===== src/hw/rtl/unique_id_membership_set_defines.svh =====
// Assertion macros for the membership set block.
`ifndef UNIQUE_ID_MEMBERSHIP_SET_DEFINES_SVH
`define UNIQUE_ID_MEMBERSHIP_SET_DEFINES_SVH
`ifndef SYNTHESIS
`define UIMS_ASSERT_IMP(label, clk, rst_n, ante, cons) \
    label: assert property (@(posedge clk) disable iff (!rst_n) (ante) |-> (cons)) \
        else $error("same-cycle check failed");
`define UIMS_ASSERT_NEXT(label, clk, rst_n, ante, cons) \
    label: assert property (@(posedge clk) disable iff (!rst_n) (ante) |=> (cons)) \
        else $error("next-cycle check failed");
`else
`define UIMS_ASSERT_IMP(label, clk, rst_n, ante, cons)
`define UIMS_ASSERT_NEXT(label, clk, rst_n, ante, cons)
`endif
`endif


===== src/hw/rtl/uims_pkg.sv =====
// Types and constants of the membership set block.
`default_nettype none
package uims_pkg;

    localparam int CAPACITY_DEF = 64;
    localparam int ID_WIDTH_DEF = 32;
    localparam int OBJ_ID_W     = 32;
    localparam int COUNT_W      = 7;

    typedef enum logic [1:0] {
        MODE_ADD    = 2'd0,
        MODE_REMOVE = 2'd1,
        MODE_QUERY  = 2'd2,
        MODE_CLEAR  = 2'd3
    } mode_t;

    typedef struct packed {
        mode_t               mode;
        logic [OBJ_ID_W-1:0] object_id;
    } cmd_t;

    typedef struct packed {
        logic               found;
        logic               rejected_full;
        logic [COUNT_W-1:0] member_count;
        logic               is_empty;
    } rsp_t;

endpackage
`default_nettype wire


===== src/hw/rtl/unique_id_membership_set.sv =====
// Top level of the ordered membership set with linear search.
//
//  channel | dir | handshake            | payload
//  cmd     | in  | cmd_valid/cmd_stall  | uims_pkg::cmd_t (mode, object_id)
//  rsp     | out | rsp_valid/rsp_stall  | uims_pkg::rsp_t (found, rejected_full, ...)
//
// An absent item is searched over all n held entries; a hit at position pos ends the search.
// A remove that hits closes the gap by shifting the later entries down; clear skips the search.
// The single read port of the entry memory sets the pace: one entry per cycle.
// Reset clears the count, control and output registers; the entry memory is not cleared.
// A stalled result holds in the output register while the next transfer is accepted;
// the finish step waits while that result is still stalled.
`default_nettype none
`include "unique_id_membership_set_defines.svh"
module unique_id_membership_set #(
    parameter int CAPACITY = uims_pkg::CAPACITY_DEF,
    parameter int ID_WIDTH = uims_pkg::ID_WIDTH_DEF
) (
    input  wire logic           clk,
    input  wire logic           rst_n,
    input  wire logic           cmd_valid,
    output logic                cmd_stall,
    input  wire uims_pkg::cmd_t cmd,
    output logic                rsp_valid,
    input  wire logic           rsp_stall,
    output uims_pkg::rsp_t      rsp
);

    localparam int CW = $clog2(CAPACITY + 1);
    localparam int AW = (CAPACITY > 1) ? $clog2(CAPACITY) : 1;
    localparam logic [CW-1:0] CAP_C = CW'(CAPACITY);

    typedef enum logic [1:0] {
        ST_IDLE,
        ST_SCAN,
        ST_SHIFT,
        ST_FIN
    } state_t;

    state_t                state_reg, state_next;
    uims_pkg::mode_t       mode_reg, mode_next;
    logic [ID_WIDTH-1:0]   key_reg, key_next;
    logic [CW-1:0]         count_reg, count_next;
    logic [CW-1:0]         idx_reg, idx_next;
    logic                  chk_valid_reg, chk_valid_next;
    logic [CW-1:0]         chk_idx_reg, chk_idx_next;
    logic                  found_reg, found_next;
    logic                  reject_reg, reject_next;
    logic                  rsp_valid_reg, rsp_valid_next;
    uims_pkg::rsp_t        rsp_reg, rsp_next;

    logic [ID_WIDTH-1:0]   mem [CAPACITY];
    logic [ID_WIDTH-1:0]   rd_data_reg;
    logic                  rd_en;
    logic                  wr_en;
    logic [AW-1:0]         wr_addr;
    logic [ID_WIDTH-1:0]   wr_data;
    logic [CW-1:0]         prev_idx;

    assign cmd_stall = (state_reg != ST_IDLE);
    assign rsp_valid = rsp_valid_reg;
    assign rsp       = rsp_reg;
    assign prev_idx  = CW'(chk_idx_reg - 1'b1);

    always_comb
    begin
        state_next     = state_reg;
        mode_next      = mode_reg;
        key_next       = key_reg;
        count_next     = count_reg;
        idx_next       = idx_reg;
        chk_valid_next = chk_valid_reg;
        chk_idx_next   = chk_idx_reg;
        found_next     = found_reg;
        reject_next    = reject_reg;
        rsp_valid_next = rsp_valid_reg;
        rsp_next       = rsp_reg;
        rd_en          = 1'b0;
        wr_en          = 1'b0;
        wr_addr        = '0;
        wr_data        = key_reg;

        if (rsp_valid_reg && !rsp_stall)
        begin
            rsp_valid_next = 1'b0;
        end

        unique case (state_reg)
            ST_IDLE:
            begin
                if (cmd_valid)
                begin
                    mode_next      = cmd.mode;
                    key_next       = ID_WIDTH'(cmd.object_id);
                    found_next     = 1'b0;
                    reject_next    = 1'b0;
                    idx_next       = '0;
                    chk_valid_next = 1'b0;
                    if (cmd.mode == uims_pkg::MODE_CLEAR)
                    begin
                        count_next = '0;
                        state_next = ST_FIN;
                    end
                    else
                    begin
                        state_next = ST_SCAN;
                    end
                end
            end
            ST_SCAN:
            begin
                if (chk_valid_reg && rd_data_reg == key_reg)
                begin
                    found_next     = 1'b1;
                    chk_valid_next = 1'b0;
                    if (mode_reg == uims_pkg::MODE_REMOVE)
                    begin
                        idx_next   = CW'(chk_idx_reg + 1'b1);
                        state_next = ST_SHIFT;
                    end
                    else
                    begin
                        state_next = ST_FIN;
                    end
                end
                else if (idx_reg != count_reg)
                begin
                    rd_en          = 1'b1;
                    chk_valid_next = 1'b1;
                    chk_idx_next   = idx_reg;
                    idx_next       = CW'(idx_reg + 1'b1);
                end
                else if (chk_valid_reg)
                begin
                    chk_valid_next = 1'b0;
                end
                else
                begin
                    if (mode_reg == uims_pkg::MODE_ADD)
                    begin
                        if (count_reg != CAP_C)
                        begin
                            wr_en      = 1'b1;
                            wr_addr    = count_reg[AW-1:0];
                            wr_data    = key_reg;
                            count_next = CW'(count_reg + 1'b1);
                        end
                        else
                        begin
                            reject_next = 1'b1;
                        end
                    end
                    state_next = ST_FIN;
                end
            end
            ST_SHIFT:
            begin
                if (chk_valid_reg)
                begin
                    wr_en   = 1'b1;
                    wr_addr = prev_idx[AW-1:0];
                    wr_data = rd_data_reg;
                end
                if (idx_reg != count_reg)
                begin
                    rd_en          = 1'b1;
                    chk_valid_next = 1'b1;
                    chk_idx_next   = idx_reg;
                    idx_next       = CW'(idx_reg + 1'b1);
                end
                else if (chk_valid_reg)
                begin
                    chk_valid_next = 1'b0;
                end
                else
                begin
                    count_next = CW'(count_reg - 1'b1);
                    state_next = ST_FIN;
                end
            end
            ST_FIN:
            begin
                if (!rsp_valid_reg || !rsp_stall)
                begin
                    rsp_valid_next         = 1'b1;
                    rsp_next.found         = found_reg;
                    rsp_next.rejected_full = reject_reg;
                    rsp_next.member_count  = uims_pkg::COUNT_W'(count_reg);
                    rsp_next.is_empty      = (count_reg == '0);
                    state_next             = ST_IDLE;
                end
            end
            default:
            begin
                state_next = ST_IDLE;
            end
        endcase
    end

    always_ff @(posedge clk or negedge rst_n)
    begin
        if (!rst_n)
        begin
            state_reg     <= ST_IDLE;
            count_reg     <= '0;
            idx_reg       <= '0;
            chk_valid_reg <= 1'b0;
            rsp_valid_reg <= 1'b0;
            rsp_reg       <= '0;
        end
        else
        begin
            state_reg     <= state_next;
            count_reg     <= count_next;
            idx_reg       <= idx_next;
            chk_valid_reg <= chk_valid_next;
            rsp_valid_reg <= rsp_valid_next;
            rsp_reg       <= rsp_next;
        end
    end

    always_ff @(posedge clk)
    begin
        mode_reg    <= mode_next;
        key_reg     <= key_next;
        chk_idx_reg <= chk_idx_next;
        found_reg   <= found_next;
        reject_reg  <= reject_next;
    end

    always_ff @(posedge clk)
    begin
        if (wr_en)
        begin
            mem[wr_addr] <= wr_data;
        end
        if (rd_en)
        begin
            rd_data_reg <= mem[idx_reg[AW-1:0]];
        end
    end

    `UIMS_ASSERT_IMP(a_count_bound, clk, rst_n, 1'b1, count_reg <= CAP_C)
    `UIMS_ASSERT_NEXT(a_busy_after_accept, clk, rst_n, cmd_valid && !cmd_stall, cmd_stall)
    `UIMS_ASSERT_IMP(a_reject_full, clk, rst_n, rsp_valid && rsp.rejected_full, !rsp.found && !rsp.is_empty)
    `UIMS_ASSERT_IMP(a_scan_write_add, clk, rst_n, wr_en && state_reg == ST_SCAN, mode_reg == uims_pkg::MODE_ADD && !found_reg)

endmodule
`default_nettype wire

===== config.mk =====
export PLATFORM = sky130hd
export DESIGN_NAME = unique_id_membership_set
export DESIGN_NICKNAME = d
export VERILOG_FILES = /design/src/hw/rtl/uims_pkg.sv /design/src/hw/rtl/unique_id_membership_set.sv
export VERILOG_INCLUDE_DIRS = /design/src /design/src/hw/rtl
export SDC_FILE = /design/constraint.sdc
export NUM_CORES = 2
export LEC_CHECK = 0
export BUFFER_PORTS_ARGS = -buffer_cell sky130_fd_sc_hd__buf_2
export CAP_MARGIN = 20
export CORE_ASPECT_RATIO = 0.6
export CORE_UTILIZATION = 45
export CTS_CLUSTER_DIAMETER = 100
export CTS_CLUSTER_SIZE = 24
export DETAILED_ROUTE_END_ITERATION = 12
export GPL_ROUTABILITY_DRIVEN = 0
export SLEW_MARGIN = 20
export SYNTH_ARGS = -nofsm -noshare
export SYNTH_HDL_FRONTEND = slang
export SYNTH_SLANG_ARGS = --single-unit
export TNS_END_PERCENT = 10

===== constraint.sdc =====
create_clock -name clk -period 5 [get_ports clk]
set_input_delay 0.75 -clock clk [delete_from_list [all_inputs] [get_ports clk]]
set_output_delay 0.75 -clock clk [all_outputs]
set_load 0.02 [all_outputs]

==> impl_metrics.ini <==
[outcome]
status = finished clean

[pwr]
p_switching_mw = 11.56
netSwitchingFraction = 0.2877
clock_power_share = 0.225
power_density_nw_per_um2 = 445.1
p_seq_frac = 0.541
combPwrFrac = 0.234
p_int_mw = 28.61
power_leakage_nw = 26.38
ir_drop_mv = 0.3051

[detailed_routing]
drcViolationCount = 0
vias_per_cell = 6.262
wl_per_cell_um = 35.62
drtAntennaViolNets = 0
first_pass_iters = 5
routed_wl_mm = 215.0
drt_iter0_markers = 5944
vias = 37800

[layout]
fillers = 14180
layout_common_cells = 2123 x edfxtp_1, 672 x mux4_2, 146 x buf_4
nets = 3598
final_common_cell = edfxtp_1
drive_above_1_share = 0.3112
area_growth_pct = 8.919
final_area_um2 = 90250
largest_reg_flops = 2048

[placement]
dpl.hpwl_mm = 126.5
placedInstanceArea_um2 = 87560
post-place-ws_ns = 0.9478
port_buffers = 49

[timing]
fin_ws_ns = 0.8630
fin_setup_tns_ns = 0
relSlewSlack = 0.2258
worstMarginPinSlew_ns = 1.161
fin_crit_sh = 0.8274
rsz0062_at_grt = false
final_hold_viol_count = 0
fmax_ghz = 0.2417
final.setup_skew_ns = 0.03001
setup_viol = 0
drv_slew = 0
hold_ws_ns = 0.04791
period_minus_slack_ns = 4.137

[die]
fp.dieW_um = 556.0
start_util = 0.4549
rows = 121
num_io_pins = 50
coreArea_um2 = 182100
die_h_um = 334.4
dieArea_um2 = 185900

[clock_tree]
clockRootBuffer = clkbuf_16
htreeDepth = 3
insertion_delay_ns = 0.74
cts_max_path_buffers = 3
cts_setup_buffers = 0
hold_buffers = 0
cts_made_buffers = 99
clk_pin_slew_ns = 0.10
cts_tree = done
cts_resized = 0
numClockSinks = 2151

[job]
maxCapViolations = 0

[global_route]
globalRouteTotalUtil = 0.2325
grt_pass1_vias = 36320
overflow = 0
grt_pass1_wl_mm = 297.9
grt_max_degree = 144
grt_antenna_before_repair = 24

[yosys]
ys_seq_area_frac = 0.7779
synth_area_um2 = 82860
syn_area_per_cell_um2 = 24.41
synth_flop_cell = edfxtp_1
ys_ff_latch = 2151
synth-edff-count = 2123
syn_nets = 3448
synthTopCellsByArea = edfxtp_1 77%, mux4_2 18%, dfrtp_1 0.85%, mux2_2 0.43%, nor2_1 0.41%
syn_inst = 3395
yosysTopAreaCellShare = 0.7694
async_flop_share = 0.01302
synth_cell_types = 52
synth_top_cell_by_area = edfxtp_1
yosysWarnings = 0

[critical_path]
reg2reg_depth = 9
critical_path_peak_fanout = 17
critical_path_arrival_ns = 4.57
path_class = register to register
cp-startpoint = state_reg[1]
cp-end-kind = register
required_ns = 5.43
start_kind = register
reg2reg_from = state_reg[1]

[min_path]
hold_path_class = input port to asynchronous set/reset pin
power groups by stage:
stage / sequential (mW) / clock (mW) / combinational [mW]
2_1_floorplan: 21.9 / 0 / 5.78
3_3_place_gp: 22.1 / 0 / 9.30
3_5_place_dp: 22.1 / 0 / 9.33
4_1_cts: 21.7 / 9.19 / 9.35
5_1_grt: 21.8 / 9.71 / 9.88
6_report: 21.7 / 9.05 / 9.38
cells by family (layout without fill, tap and decap cells):
kind of cell / count (synthesis) / count (layout) / share of synthesized area
xor+xnor: 54 / 54 / 0.005708
other cells: 0 / 6 / 0
buf+inv: 185 / 360 / 0.009725
fa+ha+maj: 15 / 15 / 0.002356
simple gates: 215 / 215 / 0.01175
flops: 2151 / 2151 / 0.7779
compound gates: 70 / 70 / 0.005451
mux: 705 / 705 / 0.1871
area by class of cell:
cell class	count	area [um^2]	area share
Clock inverter	6	70.07	0.0007764
Timing Repair Buffer	221	1862	0.02063
Sequential cell	2151	64470	0.7144
Clock buffer	120	2599	0.02880
Inverter	13	48.80	0.0005407
Multi-Input combinational cell	1059	18100	0.2006
Antenna cell	6	15.01	0.0001664
Tap cell	2460	3078	0.03411
per-layer routing:
layer  GRT usage  vias up  wire length, um
met4     0.04143       12             4139
met3     0.06201      217            25250
met2      0.3160     1918            90060
li1            -    14780                -
met1      0.3774    20870            95460
met5           0        -               74
worst max-delay path, cell delays in order (launching register included):
cell and delay [ns]:
dfrtp_1 0.46, inv_1 0.13, ha_1 0.45, nand3b_1 0.20, nor3_4 0.35, a21oi_1 0.18, nor3b_1 0.27, nand2_1 0.60
nor2_4 0.91, buf_12 0.28
synthesized netlist by cell type (8+ instances only):
library cell,count
nand3_1,21
buf_2,50
nand2_1,56
dfrtp_1,28
xnor2_1,17
a21oi_1,19
nor2_1,91
mux4_2,672
mux2_2,32
xor2_1,37
inv_1,13
buf_1,31
nor3_1,8
clkbuf_1,82
edfxtp_1,2123
o21ai_0,13
ha_1,14
per-stage QoR:
step           instances  total power [mW]  utilization
2_1_floorplan       3395             27.72            -
3_3_place_gp        5904             31.43       0.4807
3_5_place_dp        5904             31.46       0.4807
4_1_cts             6030             40.27       0.4954
5_1_grt             6031             41.35       0.4954
6_report            6036             40.17       0.4955
worst paths after layout:
kind	endpoint	slack, ns
worst max-delay path	mem[19][20]	0.86
worst min-delay path	rsp[6]	0.05
worst max register to register	mem[19][20]	0.86
worst min register to register	rsp[9]	0.47
max in group asynchronous	idx_reg[0]	4.43
min in group clk	key_reg[26]	0.18
(Power assumes the default switching activity.)
